## config.mk

```make
export PLATFORM = sky130hd
export DESIGN_NAME = rldm_csr
export DESIGN_NICKNAME = d
export VERILOG_FILES = /design/src/sv/rldm_pkg.sv /design/src/sv/rldm_csr.sv
export SDC_FILE = /design/constraint.sdc
export NUM_CORES = 1
export LEC_CHECK = 0
export ABC_AREA = 0
export ABC_CLOCK_PERIOD_IN_PS = 5900
export BUFFER_PORTS_ARGS = -buffer_cell sky130_fd_sc_hd__buf_2
export CORE_MARGIN = 1.5
export CORE_UTILIZATION = 30
export CTS_CLUSTER_DIAMETER = 150
export DETAILED_ROUTE_END_ITERATION = 7
export HOLD_SLACK_MARGIN = 0.1
export PLACE_DENSITY_LB_ADDON = 0.25
export SYNTH_ARGS = -nofsm -noshare
export SYNTH_HDL_FRONTEND = slang
export SYNTH_SLANG_ARGS = --single-unit
```

## constraint.sdc

```tcl
create_clock -name clock -period 5.9 [get_ports clock]
set_input_delay 1.475 -clock clock [delete_from_list [all_inputs] [get_ports clock]]
set_output_delay 1.475 -clock clock [all_outputs]
set_load 0.02 [all_outputs]
```

## src/sv/rldm_pkg.sv

```systemverilog
// rldm_pkg: widths, register indexes and the configuration struct of the radial lens map
// shared by every module of the block; depends on nothing
package rldm_pkg;

   // field and register widths
   localparam int PIX_W      = 16;
   localparam int K_W        = 32;
   localparam int CENTRE_W   = 16;
   localparam int CENTRE_FRAC = 4;
   localparam int SHIFT_W    = 22;
   localparam int SCALE_W    = 20;
   localparam int SCALE_FRAC = 16;
   localparam int OUT_W      = 24;

   // internal datapath widths, sized for the widest coordinate the block supports
   localparam int PROD_W     = PIX_W + SCALE_W;
   localparam int ROUND_LSB  = 8;
   localparam int POS_W      = 30;
   localparam int DMAG_W     = 29;
   localparam int SQ_W       = 2 * DMAG_W;
   localparam int R2_W       = SQ_W + 1;
   localparam int R2_FRAC    = 16;
   localparam int A_W        = DMAG_W + K_W;
   localparam int FULL_W     = A_W + R2_W;
   localparam int SPLIT      = 31;
   localparam int MAG_W      = 33;
   localparam int SUM_W      = 35;

   // configuration port
   localparam int DATA_W     = 32;
   localparam int ADDR_W     = 5;
   localparam int REG_IDX_W  = 3;

   localparam logic [REG_IDX_W-1:0] REG_K            = 3'd0;
   localparam logic [REG_IDX_W-1:0] REG_CENTRE_X     = 3'd1;
   localparam logic [REG_IDX_W-1:0] REG_CENTRE_Y     = 3'd2;
   localparam logic [REG_IDX_W-1:0] REG_SCALE_ENABLE = 3'd3;
   localparam logic [REG_IDX_W-1:0] REG_X_SHIFT      = 3'd4;
   localparam logic [REG_IDX_W-1:0] REG_Y_SHIFT      = 3'd5;
   localparam logic [REG_IDX_W-1:0] REG_X_SCALE      = 3'd6;
   localparam logic [REG_IDX_W-1:0] REG_Y_SCALE      = 3'd7;

   localparam logic [SCALE_W-1:0] SCALE_ONE = 20'd65536;

   // pipeline depth of each part
   localparam int FRONT_STAGES = 4;
   localparam int CORE_STAGES  = 2;
   localparam int MOVE_STAGES  = 6;
   localparam int PIPE_STAGES  = FRONT_STAGES + CORE_STAGES + MOVE_STAGES;

   typedef struct packed {
      logic signed [K_W-1:0]     k;
      logic [CENTRE_W-1:0]       centre_x;
      logic [CENTRE_W-1:0]       centre_y;
      logic                      scale_enable;
      logic signed [SHIFT_W-1:0] x_shift;
      logic signed [SHIFT_W-1:0] y_shift;
      logic [SCALE_W-1:0]        x_scale;
      logic [SCALE_W-1:0]        y_scale;
   } cfg_type;

endpackage

```

## src/sv/rldm_csr.sv

```systemverilog
// rldm_csr: APB-style register file holding the distortion configuration
// uses rldm_pkg for widths, register indexes and cfg_type
module rldm_csr (
   input  logic                          clock,
   input  logic                          reset,
   input  logic                          psel,
   input  logic                          penable,
   input  logic                          pwrite,
   input  logic [rldm_pkg::ADDR_W-1:0]   paddr,
   input  logic [rldm_pkg::DATA_W-1:0]   pwdata,
   output logic [rldm_pkg::DATA_W-1:0]   prdata,
   output logic                          pready,
   output rldm_pkg::cfg_type             cfg
);

   localparam int DATA_W    = rldm_pkg::DATA_W;
   localparam int ADDR_W    = rldm_pkg::ADDR_W;
   localparam int K_W       = rldm_pkg::K_W;
   localparam int CENTRE_W  = rldm_pkg::CENTRE_W;
   localparam int SHIFT_W   = rldm_pkg::SHIFT_W;
   localparam int SCALE_W   = rldm_pkg::SCALE_W;

   rldm_pkg::cfg_type cfg_ff;
   rldm_pkg::cfg_type cfg_in;
   logic [rldm_pkg::REG_IDX_W-1:0] reg_idx;
   logic wr_en;

   assign reg_idx = paddr[ADDR_W-1:2];
   assign wr_en   = psel && penable && pwrite;
   assign pready  = 1'b1;

   // register write decode
   always_comb begin
      cfg_in = cfg_ff;
      if (wr_en) begin
         case (reg_idx)
            rldm_pkg::REG_K:            cfg_in.k            = pwdata[K_W-1:0];
            rldm_pkg::REG_CENTRE_X:     cfg_in.centre_x     = pwdata[CENTRE_W-1:0];
            rldm_pkg::REG_CENTRE_Y:     cfg_in.centre_y     = pwdata[CENTRE_W-1:0];
            rldm_pkg::REG_SCALE_ENABLE: cfg_in.scale_enable = pwdata[0];
            rldm_pkg::REG_X_SHIFT:      cfg_in.x_shift      = pwdata[SHIFT_W-1:0];
            rldm_pkg::REG_Y_SHIFT:      cfg_in.y_shift      = pwdata[SHIFT_W-1:0];
            rldm_pkg::REG_X_SCALE:      cfg_in.x_scale      = pwdata[SCALE_W-1:0];
            rldm_pkg::REG_Y_SCALE:      cfg_in.y_scale      = pwdata[SCALE_W-1:0];
            default: cfg_in = cfg_ff;
         endcase
      end
   end

   // register storage, scales reset to unity
   always_ff @(posedge clock) begin
      if (reset) begin
         cfg_ff.k            <= '0;
         cfg_ff.centre_x     <= '0;
         cfg_ff.centre_y     <= '0;
         cfg_ff.scale_enable <= 1'b0;
         cfg_ff.x_shift      <= '0;
         cfg_ff.y_shift      <= '0;
         cfg_ff.x_scale      <= rldm_pkg::SCALE_ONE;
         cfg_ff.y_scale      <= rldm_pkg::SCALE_ONE;
      end else begin
         cfg_ff <= cfg_in;
      end
   end

   // read back, signed registers sign-extended
   always_comb begin
      case (reg_idx)
         rldm_pkg::REG_K:            prdata = DATA_W'(cfg_ff.k);
         rldm_pkg::REG_CENTRE_X:     prdata = DATA_W'(cfg_ff.centre_x);
         rldm_pkg::REG_CENTRE_Y:     prdata = DATA_W'(cfg_ff.centre_y);
         rldm_pkg::REG_SCALE_ENABLE: prdata = DATA_W'(cfg_ff.scale_enable);
         rldm_pkg::REG_X_SHIFT:      prdata = DATA_W'(cfg_ff.x_shift);
         rldm_pkg::REG_Y_SHIFT:      prdata = DATA_W'(cfg_ff.y_shift);
         rldm_pkg::REG_X_SCALE:      prdata = DATA_W'(cfg_ff.x_scale);
         rldm_pkg::REG_Y_SCALE:      prdata = DATA_W'(cfg_ff.y_scale);
         default:                    prdata = '0;
      endcase
   end

   assign cfg = cfg_ff;

endmodule

```

==> impl_metrics.tcl <==
set metrics [dict create \
    status "finished, final reports clean" \
    clock.fmax_mhz 207.2 \
    initial_core_util_pct 30.71 \
    clock_latency_ns 0.42 \
    wirelength_mm 24.83 \
    ys_top_cells_by_area "dfxtp_1, nand2_1, a21oi_1" \
    grt_pass1_vias 6015 \
    vias_per_cell 4.983 \
    drive_gt1_share_pct 29.29 \
    die_x_um 150.2 \
    seqCellArea_um2 2983 \
    synth_compound_area_share_pct 19.11 \
    path_class "primary input to output port" \
    numCtsBuffers 17 \
    cts_root_buffer "clkbuf_16" \
    fp.coreArea_um2 21150 \
    dr.first_iter.drc_count 376 \
    max_cap_viol_count 0 \
    synth-simple-area-share_pct 22.25 \
    finalClockSkew_ns 0 \
    multi_input_area_um2 3182 \
    pin_count 224 \
    grt_pass1_wl_mm 36.53 \
    drc 0 \
    synth_top_area_share_pct 45.92 \
    seq_power_share_pct 42.9 \
    post_cts_buffers 0 \
    hold_violations 0 \
    ant_nets 0 \
    postPlaceCellArea_um2 7737 \
    place_hpwl_mm 17.17 \
    intPower_uw 1803 \
    synth_top_family_by_area "simple AND/OR/NAND/NOR gates" \
    p_sw_share_pct 24.03 \
    ys_ff_latch 149 \
    rsz0062_at_grt "false" \
    cp_data_required_time_ns 4.43 \
    fin_crit_ns 4.827 \
    synth_fp_nets 879 \
    yosys.area_share.xor_xnor_pct 0 \
    p_clk_share_pct 49.9 \
    grt_overflow_total 0 \
    cts.sinks 149 \
    ys_seq_area_share_pct 45.92 \
    fin_crit_sh_pct 81.82 \
    cts_tree "done" \
    largest_reg_flops 149 \
    n_antenna_cell 0 \
    postCtsHoldBufs 0 \
    arrival_ns 3.35 \
    hold-worst-slack_ns 0.4654 \
    yosys.area.top_type "dfxtp_1" \
    fin_tns_setup_ns 0 \
    setup_violations 0 \
    synth_warnings 0 \
    fp.dieH_um 150.2 \
    area_growth_pct 28.95 \
    pwr-share-comb_pct 7.1 \
    gp_congestion 0.8865 \
    rows 53 \
    min_path_type "flop to flop" \
    nets 1060 \
    end_kind "output port" \
    final_util_pct 39.60 \
    synthCells 837 \
    timing.critical_path.fanout_max 21 \
    fin_area_um2 8377 \
    startpoint_type "primary input" \
    ctsResizeCount 0 \
    io_buffer_count 220 \
    antenna_found_initial 0 \
    synth_cell_types 38 \
    max-slew-margin-rel_pct 22.25 \
    track_usage_pct 21.85 \
    tightest_slew_ns 1.165 \
    vias 6508 \
    grt_max_degree 55 \
    p_leak_uw 0.003590 \
    path_clk_slew_ns 0.07 \
    htree_levels 4 \
    synth.avg_cell_area_um2 7.761 \
    syn-cell-area_um2 6496 \
    fillers 2224 \
    clk_path_buf_depth 2 \
    firstDrtPassIters 6 \
    peakVddDrop_uv 201.7 \
    switching_power_uw 570.3 \
    synthMuxAreaShare_pct 7.319 \
    dieArea_um2 22550 \
    finalMaxSlewViolations 0 \
    powerDensity_nw_per_um2 283.4 \
    wl_per_cell_um 19.01 \
    synth_adder_area_share_pct 0 \
]
[Yosys cell counts]
| cell type | number |
|---|---|
| a211oi_1 | 5 |
| a21o_1 | 11 |
| a21oi_1 | 161 |
| a221o_1 | 6 |
| a221oi_1 | 11 |
| a22o_1 | 1 |
| a22oi_1 | 2 |
| a2bb2oi_1 | 4 |
| a31oi_1 | 1 |
| and2b_1 | 1 |
| and3_1 | 1 |
| buf_1 | 2 |
| buf_2 | 23 |
| buf_4 | 6 |
| buf_6 | 1 |
| clkbuf_1 | 37 |
| conb_1 | 1 |
| dfxtp_1 | 149 |
| inv_1 | 8 |
| mux2_2 | 16 |
| mux2i_1 | 7 |
| mux4_2 | 10 |
| nand2_1 | 318 |
| nand2b_1 | 5 |
| nand3b_1 | 3 |
| nand4_2 | 1 |
| nand4b_4 | 1 |
| nor2_1 | 16 |
| nor2_2 | 2 |
| nor3_1 | 1 |
| nor3_2 | 2 |
| o21ai_0 | 11 |
| o21bai_1 | 2 |
| o22a_1 | 2 |
| o22ai_1 | 1 |
| or2_0 | 2 |
| or2_2 | 3 |
| or3_1 | 3 |
[stage by stage]
stage	setup slack, ns	total power (uW)	std cells
2_1_floorplan	1.648	1138	837
3_3_place_gp	1.024	1211	1274
3_5_place_dp	1.026	1212	1274
4_1_cts	1.036	2398	1306
5_1_grt	0.9050	2452	1306
6_report	1.073	2374	1306
[placed cells by master, fill, tap and decap left out, types with 3 or more instances in the layout]
master	instances
a211oi_1	5
a21o_1	11
a21oi_1	161
a221o_1	6
a221oi_1	11
a2bb2oi_1	4
buf_2	219
buf_4	11
bufinv_16	4
clkbuf_16	17
clkbuf_8	3
clkinv_2	4
dfxtp_1	149
inv_1	8
mux2_2	16
mux2i_1	7
mux4_2	10
nand2_1	318
nand2b_1	5
nand3b_1	3
nor2_1	12
nor2_2	6
o21ai_0	11
or2_2	3
or3_1	3
[critical path: stages]
cell and delay, ns:
buf_2 0.50, buf_4 0.40, mux2_2 0.37, nand2_1 0.07, a31oi_1 0.15, o22a_1 0.21, buf_2 0.15
[layer usage]
metal / part of all wire, % / GRT usage [%] / up-vias
li1: - / - / 3174
met1: 42 / 26.70 / 3052
met2: 48 / 36.88 / 258
met3: 8.2 / 6.758 / 24
met4: 1.6 / 6.225 / 0
met5: 0 / 0 / -
[final cells by class]
type	count	share of cell area [%]
inverters	8	0.3585
well taps	275	4.108
multi-input cells	611	37.98
clock buffers	20	5.571
repair buffers	231	14.31
clock inverters	12	2.061
flip-flops and latches	149	35.61
[path summary, 6_finish.rpt]
kind	start	end	slack, ns	depth (start not counted)
hold / removal	cfg[32]$_SDFFE_PP0P_	cfg[32]$_SDFFE_PP0P_	0.47	2
setup reg to reg	cfg[73]$_SDFFE_PP0P_	cfg[73]$_SDFFE_PP0P_	5.21	2
setup / recovery	paddr[2]	prdata[0]	1.07	7
hold reg to reg	cfg[32]$_SDFFE_PP0P_	cfg[32]$_SDFFE_PP0P_	0.47	2
[cell families after synthesis]
kind of cell    Yosys count
compound gates          218
other cells               1
buf+inv                  77
flops                   149
mux                      33
simple gates            359
[power by group through the flow]
stage / Clock [uW] / Sequential, uW / Combinational, uW
3_5_place_dp: 0 / 1040 / 171
2_1_floorplan: 0 / 1050 / 88.4
5_1_grt: 1250 / 1020 / 183
6_report: 1190 / 1020 / 169
4_1_cts: 1210 / 1020 / 171
3_3_place_gp: 0 / 1040 / 170
(Power assumes the default switching activity.)
