==> src/sv/rldm_pkg.sv <==
// rldm_pkg: widths, register indexes and the configuration struct of the radial lens map
// shared by every module of the block; depends on nothing
package rldm_pkg;

   // field and register widths
   localparam int PIX_W      = 16;
   localparam int K_W        = 32;
   localparam int CENTRE_W   = 16;
   localparam int CENTRE_FRAC = 4;
   localparam int SHIFT_W    = 22;
   localparam int SCALE_W    = 20;
   localparam int SCALE_FRAC = 16;
   localparam int OUT_W      = 24;

   // internal datapath widths, sized for the widest coordinate the block supports
   localparam int PROD_W     = PIX_W + SCALE_W;
   localparam int ROUND_LSB  = 8;
   localparam int POS_W      = 30;
   localparam int DMAG_W     = 29;
   localparam int SQ_W       = 2 * DMAG_W;
   localparam int R2_W       = SQ_W + 1;
   localparam int R2_FRAC    = 16;
   localparam int A_W        = DMAG_W + K_W;
   localparam int FULL_W     = A_W + R2_W;
   localparam int SPLIT      = 31;
   localparam int MAG_W      = 33;
   localparam int SUM_W      = 35;

   // configuration port
   localparam int DATA_W     = 32;
   localparam int ADDR_W     = 5;
   localparam int REG_IDX_W  = 3;

   localparam logic [REG_IDX_W-1:0] REG_K            = 3'd0;
   localparam logic [REG_IDX_W-1:0] REG_CENTRE_X     = 3'd1;
   localparam logic [REG_IDX_W-1:0] REG_CENTRE_Y     = 3'd2;
   localparam logic [REG_IDX_W-1:0] REG_SCALE_ENABLE = 3'd3;
   localparam logic [REG_IDX_W-1:0] REG_X_SHIFT      = 3'd4;
   localparam logic [REG_IDX_W-1:0] REG_Y_SHIFT      = 3'd5;
   localparam logic [REG_IDX_W-1:0] REG_X_SCALE      = 3'd6;
   localparam logic [REG_IDX_W-1:0] REG_Y_SCALE      = 3'd7;

   localparam logic [SCALE_W-1:0] SCALE_ONE = 20'd65536;

   // pipeline depth of each part
   localparam int FRONT_STAGES = 4;
   localparam int CORE_STAGES  = 2;
   localparam int MOVE_STAGES  = 6;
   localparam int PIPE_STAGES  = FRONT_STAGES + CORE_STAGES + MOVE_STAGES;

   typedef struct packed {
      logic signed [K_W-1:0]     k;
      logic [CENTRE_W-1:0]       centre_x;
      logic [CENTRE_W-1:0]       centre_y;
      logic                      scale_enable;
      logic signed [SHIFT_W-1:0] x_shift;
      logic signed [SHIFT_W-1:0] y_shift;
      logic [SCALE_W-1:0]        x_scale;
      logic [SCALE_W-1:0]        y_scale;
   } cfg_type;

endpackage

==> src/sv/rldm_axis_front.sv <==
// rldm_axis_front: four-stage per-axis front end: optional scale and shift,
// offset from the centre and its magnitude; uses rldm_pkg for widths
module rldm_axis_front (
   input  logic                                clock,
   input  logic                                en,
   input  logic [rldm_pkg::PIX_W-1:0]          pixel,
   input  logic                                scale_en,
   input  logic [rldm_pkg::SCALE_W-1:0]        scale,
   input  logic signed [rldm_pkg::SHIFT_W-1:0] shift,
   input  logic [rldm_pkg::CENTRE_W-1:0]       centre,
   output logic signed [rldm_pkg::POS_W-1:0]   pos,
   output logic [rldm_pkg::DMAG_W-1:0]         dmag,
   output logic                                dneg
);

   localparam int PROD_W    = rldm_pkg::PROD_W;
   localparam int POS_W     = rldm_pkg::POS_W;
   localparam int DMAG_W    = rldm_pkg::DMAG_W;
   localparam int SHIFT_W   = rldm_pkg::SHIFT_W;
   localparam int ROUND_LSB = rldm_pkg::ROUND_LSB;
   localparam int RND_W     = PROD_W - ROUND_LSB;
   localparam logic [PROD_W-1:0] ROUND_HALF = PROD_W'(1) << (ROUND_LSB - 1);

   // stage 1: scale product, or the pixel moved to the same binary point
   logic [PROD_W-1:0]         prod_ff, prod_in;
   logic signed [SHIFT_W-1:0] shift_ff, shift_in;

   assign prod_in  = scale_en ? PROD_W'(pixel) * PROD_W'(scale)
                              : PROD_W'(pixel) << rldm_pkg::SCALE_FRAC;
   assign shift_in = scale_en ? shift : '0;

   always_ff @(posedge clock) begin
      if (en) begin
         prod_ff  <= prod_in;
         shift_ff <= shift_in;
      end
   end

   // stage 2: round half up to Q.8 and add the shift
   logic [PROD_W-1:0]       rnd_sum;
   logic [RND_W-1:0]        rounded;
   logic signed [POS_W-1:0] pos1_ff, pos1_in;

   assign rnd_sum = prod_ff + ROUND_HALF;
   assign rounded = rnd_sum[PROD_W-1:ROUND_LSB];
   assign pos1_in = signed'(POS_W'(rounded)) + POS_W'(shift_ff);

   always_ff @(posedge clock) begin
      if (en) begin
         pos1_ff <= pos1_in;
      end
   end

   // stage 3: offset from the distortion centre
   logic signed [POS_W-1:0] diff_ff, diff_in;
   logic signed [POS_W-1:0] pos2_ff;

   assign diff_in = pos1_ff - signed'(POS_W'({centre, {rldm_pkg::CENTRE_FRAC{1'b0}}}));

   always_ff @(posedge clock) begin
      if (en) begin
         diff_ff <= diff_in;
         pos2_ff <= pos1_ff;
      end
   end

   // stage 4: sign and magnitude of the offset
   logic [DMAG_W-1:0]       dmag_ff, dmag_in;
   logic                    dneg_ff, dneg_in;
   logic signed [POS_W-1:0] pos3_ff;
   logic signed [POS_W-1:0] diff_neg;

   assign diff_neg = -diff_ff;
   assign dneg_in  = diff_ff[POS_W-1];
   assign dmag_in  = dneg_in ? DMAG_W'(diff_neg) : DMAG_W'(diff_ff);

   always_ff @(posedge clock) begin
      if (en) begin
         dmag_ff <= dmag_in;
         dneg_ff <= dneg_in;
         pos3_ff <= pos2_ff;
      end
   end

   assign pos  = pos3_ff;
   assign dmag = dmag_ff;
   assign dneg = dneg_ff;

endmodule

==> config.mk <==
export PLATFORM = sky130hd
export DESIGN_NAME = rldm_axis_front
export DESIGN_NICKNAME = d
export VERILOG_FILES = /design/src/sv/rldm_pkg.sv /design/src/sv/rldm_axis_front.sv
export SDC_FILE = /design/constraint.sdc
export NUM_CORES = 1
export LEC_CHECK = 0
export ABC_AREA = 0
export BUFFER_PORTS_ARGS = -buffer_cell sky130_fd_sc_hd__buf_2
export CAP_MARGIN = 20
export CELL_PAD_IN_SITES_DETAIL_PLACEMENT = 0
export CELL_PAD_IN_SITES_GLOBAL_PLACEMENT = 2
export CORE_MARGIN = 5
export CORE_UTILIZATION = 37
export CTS_CLUSTER_SIZE = 12
export DETAILED_ROUTE_END_ITERATION = 7
export PLACE_DENSITY = 0.84
export RECOVER_POWER = 25
export SETUP_SLACK_MARGIN = 0.3
export SLEW_MARGIN = 15
export SYNTH_ARGS = -nofsm -noshare
export SYNTH_HDL_FRONTEND = slang
export SYNTH_SLANG_ARGS = --single-unit
==> constraint.sdc <==
create_clock -name clock -period 6.2 [get_ports clock]
set_input_delay 0.62 -clock clock [delete_from_list [all_inputs] [get_ports clock]]
set_output_delay 0.62 -clock clock [all_outputs]
set_load 0.1 [all_outputs]
==> flow_metrics.py, run 1 <==
metrics = {
    "floorplanning": {
        "initial_core_util": 0.3750,
        "num_io_pins": 137,
        "coreArea_mm2": 0.05276,
        "dieArea_mm2": 0.05820,
        "num_rows": 84,
        "fp.dieW_um": 241.3,
        "die_h_um": 241.3,
    },
    "clock_network": {
        "clk_pin_slew_worst_paths_ps": 70,
        "holdBufCountCts": 0,
        "cts-root-buf": "clkbuf_16",
        "cts_tree": "done",
        "clock_path_buffers": 2,
        "clock_latency_ps": 430,
        "cts_made_buffers": 17,
        "cts.sinks": 196,
        "h-tree-depth": 4,
    },
    "synth": {
        "yosysTopAreaCellShare": 0.2975,
        "yosys.area.top_type": "edfxtp_1",
        "synth.most_common_cell": "inv_1",
        "synthArstFlopShare": 0,
        "synth.distinct_cells": 65,
        "ys_ff_latch": 196,
        "syn_nets": 2403,
        "synth_common_cells": "inv_1 (325), fa_1 (251), nand2_1 (245), edfxtp_1 (196), and2_1 (163)",
        "synthFlopType": "edfxtp_1",
        "synth_area_leaders": "edfxtp_1 (30%), fa_1 (25%), ha_1 (9.6%)",
        "syn_area_mm2": 0.01979,
        "ys_warn_count": 0,
        "synth_edf_count": 196,
        "synthCells": 1923,
        "synth_area_per_cell_um2": 10.29,
        "seq_area_frac_synth": 0.2975,
    },
    "critical_path": {
        "crit_buf_inv": 5,
        "crit_path_max_fanout": 8,
        "crit_arrival_ps": 6100,
        "cp.required_ps": 6380,
        "critPathCaptureType": "flop",
        "r2r_start": "prod_ff[9]$_SDFFCE_PN0P_",
        "critPathSlowestCell": "fa_1",
        "start_kind": "input pin",
        "r2r_cells": 16,
        "cpLargestDelayFamily": "adder cells",
        "worstSetupPathType": "in -> reg",
        "r2r_setup_slack_ps": 2050,
        "crit_top_cell": "fa_1",
        "timing.rr.end": "pos1_ff[27]$_DFFE_PP_",
        "crit_chain": "buf_6, and2_4, fa_1, inv_1, fa_1, fa_1, inv_2, fa_1, fa_1, inv_1, fa_1, inv_2, ha_4, a21o_1, a21o_1, a21o_1, a221o_1, and2_4, a211oi_2, nor3b_4, mux2i_1, a311o_1",
        "critical_path.max_stage_delay_ps": 520,
    },
    "status": {
        "violations": "max-capacitance violations, max-slew violations",
        "run_status": "finished with violations",
    },
    "route": {
        "first_pass_iters": 5,
        "first_iter_violations": 582,
        "finalWirelength_mm": 45.97,
        "postRouteAntennaNets": 0,
        "detail_route.wl_per_cell_um": 16.04,
        "viasPerCell": 4.806,
        "drc": 0,
        "dr_total_vias": 13770,
    },
    "finish": {
        "register_area_mm2": 0.005886,
        "num_antenna_cells": 0,
        "nets": 2646,
        "layout-drive-gt1-share": 0.1970,
        "nFillCells": 5036,
        "finalCoreUtilization": 0.4445,
        "multi_input_area_mm2": 0.01275,
        "syn_to_final_growth_pct": 18.53,
    },
    "global_route": {
        "grt_pass1_vias": 14720,
        "grt_pass1_wl_mm": 75.82,
        "grt_use_total": 0.1616,
        "antenna_found_initial": 1,
        "gr-total-overflow": 0,
        "grt_start_max_net_pins": 139,
    },
    "timing": {
        "fin_crit_sh": 0.9552,
        "finalMaxSlewViolations": 185,
        "tightest_slew_ps": 3285,
        "slew_headroom": -1.190,
        "fin_crit_ps": 5922,
        "finalSetupViolCount": 0,
        "fmax_mhz": 168.9,
        "fin_skew_ps": 9.353,
        "hold_viol": 0,
        "grt_setup_unrepaired": "yes",
    },
    "placement": {
        "portBuffers": 136,
        "dp_hpwl_mm": 39.04,
        "place_congestion": 0.8463,
    },
    "hold_path": {
        "min_from": "pos2_ff[4]$_DFFE_PP_",
        "hold_path_depth": 0,
        "hold_class": "reg -> reg",
        "worstHoldEndpoint": "pos[4]$_DFFE_PP_",
    },
    "job": {
        "maxCapViolations": 2,
    },
}
[flip-flops by register name, summed over array words and instances, names as in the netlist]
name      flops
dmag         29
dneg          1
prod_ff      29
shift_ff     22
pos          29
pos1_ff      30
diff_ff      30
pos2_ff      26
[layer usage]
layer	wire (um)	vias up	track usage	share of wire
met2	23500	227	0.2865	0.51
met3	1513	45	0.01878	0.033
met1	20210	6796	0.2142	0.44
met4	732	2	0.03642	0.016
met5	13	-	0	0.00028
li1	-	6703	-	-
[placed cells by master, fill, tap and decap left out, drive strengths merged, types with 8 or more instances in the layout]
cell type	instances
nand4	17
inv	332
edfxtp	196
nand2	245
clkbuf	21
xnor2	87
a21oi	72
nand3	29
o21a	10
o21bai	12
nor4	8
a211oi	8
and2	164
ha	152
xor2	38
a21o	23
and3	8
nor3	15
nor2b	8
mux2	11
buf	287
nor2	60
fa	251
o21ai	37
o31ai	16
[cell families after synthesis]
group,synth area share
XOR/XNOR,0.05533
multiplexers,0.007272
adder cells (fa/ha/maj),0.3501
AO/OA/AOI/OAI,0.07025
AND/OR/NAND/NOR,0.1445
buffers and inverters,0.07512
flip-flops,0.2975
[what timing repair did]
| item | 4_1_cts | 5_1_grt |
|---|---|---|
| setup buffers | 14 | 9 |
| setup endpoints to repair | 13 | 15 |
| pin swaps | 45 | 50 |
| resized for setup | 86 | 62 |
| gates cloned | 0 | 0 |
[how the worst max path moves through the flow]
stage	from	end	slack, ps	cells after the start
after global placement	pixel[11]	prod_ff[33]$_SDFFCE_PN0P_	-300	21
after global routing	scale[7]	prod_ff[33]$_SDFFCE_PN0P_	90	23
after CTS	scale[7]	prod_ff[33]$_SDFFCE_PN0P_	250	23
after detailed placement	pixel[14]	prod_ff[33]$_SDFFCE_PN0P_	-370	20
final	scale[12]	prod_ff[33]$_SDFFCE_PN0P_	280	22
after floorplan	pixel[6]	prod_ff[33]$_SDFFCE_PN0P_	-20	23
[layout make-up]
class                   count  share of cell area
flip-flops and latches    196              0.2510
inverters                 326             0.05218
well taps                 688             0.03671
multi-input cells        1334              0.5435
clock inverters            14            0.007949
clock buffers              17             0.01814
repair buffers            291             0.09054
[through the flow]
stage	cells	instance area, um^2	hold slack, ps	setup slack, ps	TNS, ps
6_report	2866	23450	422.1	277.8	0
4_1_cts	2857	23190	422.8	245.2	0
5_1_grt	2866	23450	426.2	93.62	0
2_1_floorplan	1923	20040	400.3	-19.75	-19.75
3_3_place_gp	2812	22190	404.0	-300.7	-2616
3_5_place_dp	2812	22190	404.5	-374.8	-3519
Power of run 1 is left out: the tool's default activity adds up to more than one toggle a clock period on the data nets, which glitch-free logic cannot reach.
==> inputs of run 2 (changes only) <==
==> constraint.sdc (replaced) <==
create_clock -name clock -period 6.2 [get_ports clock]
set_input_delay 1.24 -clock clock [delete_from_list [all_inputs] [get_ports clock]]
set_output_delay 1.24 -clock clock [all_outputs]
set_load 0.1 [all_outputs]
==> flow_metrics.py, run 2 (synthesis results as in run 1) <==
metrics = {
    "floorplanning": {
        "fp.dieW_um": 241.3,
        "num_io_pins": 137,
        "dieArea_mm2": 0.05820,
        "initial_core_util": 0.3750,
        "num_rows": 84,
        "coreArea_mm2": 0.05276,
        "die_h_um": 241.3,
    },
    "placement": {
        "dp_hpwl_mm": 38.91,
        "place_inst": 2835,
        "portBuffers": 136,
        "place_congestion": 0.8466,
    },
    "route": {
        "first_pass_iters": 5,
        "first_iter_violations": 680,
        "finalWirelength_mm": 46.12,
        "viasPerCell": 4.834,
        "drc": 0,
        "detail_route.wl_per_cell_um": 15.99,
        "postRouteAntennaNets": 0,
        "dr_total_vias": 13940,
    },
    "clock_network": {
        "clock_path_buffers": 2,
        "cts_made_buffers": 17,
        "h-tree-depth": 4,
        "cts.sinks": 196,
        "clock_latency_ps": 430,
        "cts_tree": "done",
        "clk_pin_slew_worst_paths_ps": 70,
        "cts-root-buf": "clkbuf_16",
    },
    "finish": {
        "final_cells": 2884,
        "layout-drive-gt1-share": 0.2081,
        "num_antenna_cells": 0,
        "nets": 2663,
        "syn_to_final_growth_pct": 20.19,
        "multi_input_area_mm2": 0.01285,
        "nFillCells": 5022,
        "final_cell_mix": "inv_1 (310), nand2_1 (240), fa_1 (237)",
        "register_area_mm2": 0.005886,
        "top_regs": "diff_ff (30), pos1_ff (30)",
        "layout_commonest_cell": "inv_1",
    },
    "global_route": {
        "grt_start_max_net_pins": 158,
        "gr-total-overflow": 0,
        "grt_pass1_vias": 14880,
        "grt_use_total": 0.1607,
        "antenna_found_initial": 0,
        "grt_pass1_wl_mm": 75.56,
    },
    "timing": {
        "fin_crit_sh": 1.050,
        "tightest_slew_ps": 3712,
        "slew_headroom": -1.475,
        "finalSetupViolCount": 17,
        "final.setup.tns_ps": -2849,
        "fmax_mhz": 153.6,
        "fin_crit_ps": 6510,
        "fin_ws_ps": -310.1,
        "hold_viol": 0,
        "grt_setup_unrepaired": "yes",
        "finalMaxSlewViolations": 158,
        "fin_skew_ps": 11.64,
    },
    "hold_path": {
        "hold_class": "reg -> reg",
        "hold_path_depth": 0,
        "min_from": "pos2_ff[13]$_DFFE_PP_",
    },
    "critical_path": {
        "cp.required_ps": 6380,
        "r2r_start": "prod_ff[9]$_SDFFCE_PN0P_",
        "worstSetupPathType": "in -> reg",
        "crit_chain": "buf_12, buf_6, and2_4, fa_1, inv_1, fa_2, inv_2, fa_1, fa_2, fa_1, inv_1, fa_1, inv_1, ha_2, a21o_1, a21o_1, a21o_1, o311a_4, a211oi_4, nor3b_4, mux2i_1, a311o_1",
        "r2r_cells": 16,
        "crit_top_cell": "fa_1",
        "crit_cells": 22,
        "cpLargestDelayFamily": "adder cells",
        "cp-endpoint": "prod_ff[33]$_SDFFCE_PN0P_",
        "r2r_setup_slack_ps": 1960,
        "critPathSlowestCell": "fa_2",
        "crit_buf_inv": 6,
        "crit_path_max_fanout": 8,
        "critical_path.max_stage_delay_ps": 520,
        "start_kind": "input pin",
        "crit_arrival_ps": 6690,
        "worstSetupStartpoint": "pixel[6]",
        "timing.rr.end": "pos1_ff[27]$_DFFE_PP_",
        "critPathCaptureType": "flop",
    },
    "job": {
        "maxCapViolations": 1,
    },
    "status": {
        "run_status": "finished with violations",
        "violations": "max-capacitance violations, max-slew violations, negative setup slack",
    },
}
## run 2: area by class of cell
cell class | count | share of cell area
well taps | 688 | 0.03620
flip-flops and latches | 196 | 0.2475
clock buffers | 18 | 0.01805
clock inverters | 14 | 0.007944
inverters | 326 | 0.05145
multi-input cells | 1334 | 0.5404
repair buffers | 308 | 0.09849
## run 2: metal layers
layer,global-route usage,wire [um]
met3,0.01753,1550
met5,0,0
met2,0.2831,23400
met4,0.04137,1075
met1,0.2131,20090
## run 2: how the worst min path moves through the flow
stage	endpoint
6_report	pos[13]$_DFFE_PP_
5_1_grt	pos[13]$_DFFE_PP_
3_5_place_dp	pos[13]$_DFFE_PP_
2_1_floorplan	diff_ff[0]$_DFFE_PP_
4_1_cts	pos[15]$_DFFE_PP_
3_3_place_gp	pos[13]$_DFFE_PP_
## run 2: what timing repair did
action | CTS | global route
setup buffers | 10 | 5
gates cloned | 0 | 2
gates resized for setup | 75 | 108
setup endpoints to repair | 23 | 23
pin swaps | 39 | 76
hold buffers | 0 | 0
## run 2: stage by stage
step | hold slack (ps) | setup WS, ps | cell area [um^2] | utilization
floorplan | 400.3 | -639.8 | 20060 | -
global placement | 401.0 | -922.8 | 22400 | 0.4246
detailed placement | 404.5 | -1007 | 22400 | 0.4246
CTS | 420.7 | -409.6 | 23360 | 0.4428
global route | 427.2 | -466.4 | 23780 | 0.4507
finish | 415.0 | -310.1 | 23780 | 0.4507
Power of run 2 is left out for the same reason.
==> inputs of run 3 (changes only) <==
==> constraint.sdc (replaced) <==
create_clock -name clock -period 6.2 [get_ports clock]
set_input_delay 0.31 -clock clock [delete_from_list [all_inputs] [get_ports clock]]
set_output_delay 0.31 -clock clock [all_outputs]
set_load 0.1 [all_outputs]
==> flow_metrics.py, run 3 (synthesis results as in run 1) <==
metrics = {
    "clock_network": {
        "clock_path_buffers": 2,
        "holdBufCountCts": 0,
        "h-tree-depth": 4,
        "cts_made_buffers": 17,
        "clk_pin_slew_worst_paths_ps": 80,
        "cts-root-buf": "clkbuf_16",
        "cts.sinks": 196,
        "cts_tree": "done",
        "clock_latency_ps": 430,
    },
    "route": {
        "finalWirelength_mm": 46.25,
        "first_iter_violations": 688,
        "drc": 0,
        "dr_total_vias": 13620,
        "first_pass_iters": 5,
        "detail_route.wl_per_cell_um": 16.48,
        "viasPerCell": 4.853,
        "postRouteAntennaNets": 0,
    },
    "timing": {
        "fin_skew_ps": 12.37,
        "hold_viol": 0,
        "finalSetupViolCount": 0,
        "final.setup.tns_ps": 0,
        "tightest_slew_ps": 5264,
        "fmax_mhz": 173.2,
        "slew_headroom": -2.515,
        "fin_crit_ps": 5775,
        "finalMaxSlewViolations": 174,
        "fin_crit_sh": 0.9315,
        "grt_setup_unrepaired": "no",
    },
    "floorplanning": {
        "dieArea_mm2": 0.05820,
        "num_io_pins": 137,
        "coreArea_mm2": 0.05276,
        "initial_core_util": 0.3750,
        "fp.dieW_um": 241.3,
        "die_h_um": 241.3,
        "num_rows": 84,
    },
    "global_route": {
        "antenna_found_initial": 0,
        "gr-total-overflow": 0,
        "grt_pass1_vias": 14500,
        "grt_start_max_net_pins": 128,
        "grt_pass1_wl_mm": 75.81,
        "grt_use_total": 0.1635,
    },
    "finish": {
        "syn_to_final_growth_pct": 14.47,
        "nets": 2584,
        "top_regs": "diff_ff (30), pos1_ff (30)",
        "final_cell_mix": "inv_1 (320), nand2_1 (244), fa_1 (242)",
        "layout_commonest_cell": "inv_1",
        "layout-drive-gt1-share": 0.1479,
        "nFillCells": 5129,
    },
    "status": {
        "run_status": "finished with violations",
        "violations": "max-capacitance violations, max-slew violations",
    },
    "placement": {
        "portBuffers": 136,
        "place_congestion": 0.8627,
        "dp_hpwl_mm": 38.41,
    },
    "hold_path": {
        "min_from": "shift[7]",
        "hold_class": "in -> reg",
        "worstHoldEndpoint": "shift_ff[7]$_SDFFCE_PN0P_",
        "hold_path_depth": 2,
    },
    "critical_path": {
        "r2r_cells": 16,
        "timing.rr.end": "pos1_ff[27]$_DFFE_PP_",
        "r2r_start": "prod_ff[9]$_SDFFCE_PN0P_",
        "worstSetupPathType": "in -> reg",
        "r2r_setup_slack_ps": 2030,
        "critPathCaptureType": "flop",
        "cp.required_ps": 6380,
        "crit_arrival_ps": 5950,
        "crit_path_max_fanout": 10,
        "start_kind": "input pin",
    },
    "job": {
        "maxCapViolations": 2,
    },
}
[run 3: cell types whose count changed in the layout (fill, tap and decap cells not counted), sizes merged]
| cell | change |
|---|---|
| buf | -88 |
| bufinv | -2 |
| clkbuf | +7 |
| clkinv | +6 |
| clkinvlp | -3 |
| diode | +1 |
| dlymetal6s2s | +1 |
[run 3: critical path, cell delays in order]
cell and delay (ps):
buf_8 130, buf_6 130, and2_4 150, fa_1 540, inv_2 40, fa_2 530
inv_2 40, fa_1 580, fa_2 460, fa_1 510, inv_1 50, fa_1 470
inv_1 40, ha_2 160, a21o_1 170, a21o_1 170, a21o_1 190, o211a_1 250
o311a_4 150, a211oi_4 250, nor3b_4 240, mux2i_1 100, a311o_1 280
[run 3: final cells by class]
class / count / area (um^2) / area share
Antenna cell: 1 / 2.502 / 0.0001105
Clock buffer: 17 / 425.4 / 0.01878
Clock inverter: 15 / 187.7 / 0.008286
Inverter: 326 / 1224 / 0.05403
Multi-Input combinational cell: 1334 / 12560 / 0.5544
Sequential cell: 196 / 5886 / 0.2599
Tap cell: 688 / 860.8 / 0.03801
Timing Repair Buffer: 229 / 1506 / 0.06651
[run 3: worst max path at each step]
stage,to,depth (start not counted),start
3_5_place_dp,prod_ff[27]$_DFFE_PP_,20,pixel[14]
4_1_cts,prod_ff[27]$_DFFE_PP_,21,scale[10]
6_report,prod_ff[33]$_SDFFCE_PN0P_,23,pixel[6]
2_1_floorplan,prod_ff[33]$_SDFFCE_PN0P_,23,pixel[6]
3_3_place_gp,prod_ff[27]$_DFFE_PP_,21,scale[10]
5_1_grt,prod_ff[30]$_DFFE_PP_,20,scale[7]
[run 3: repair_timing]
item                       4_1_cts  5_1_grt
setup endpoints to repair        0       13
resized for setup                0       60
setup buffers                    0        2
[run 3: stage by stage]
stage,cells,util,worst slack [ps],cell area (um^2),hold WS (ps)
after floorplan,1923,-,290.2,19990,400.3
after global placement,2771,0.4147,-126.7,21880,405.5
after detailed placement,2771,0.4147,-120.3,21880,404.5
after CTS,2803,0.4263,324.9,22490,138.0
after global routing,2805,0.4292,271.5,22650,143.3
final,2806,0.4293,424.7,22650,156.0
[run 3: layer usage]
layer | global-route usage | part of all wire | vias to the layer above
li1 | - | - | 6579
met1 | 0.2109 | 0.43 | 6733
met2 | 0.2959 | 0.52 | 243
met3 | 0.01378 | 0.031 | 62
met4 | 0.04667 | 0.025 | 0
met5 | 0 | 0 | -
Power of run 3 is left out for the same reason.
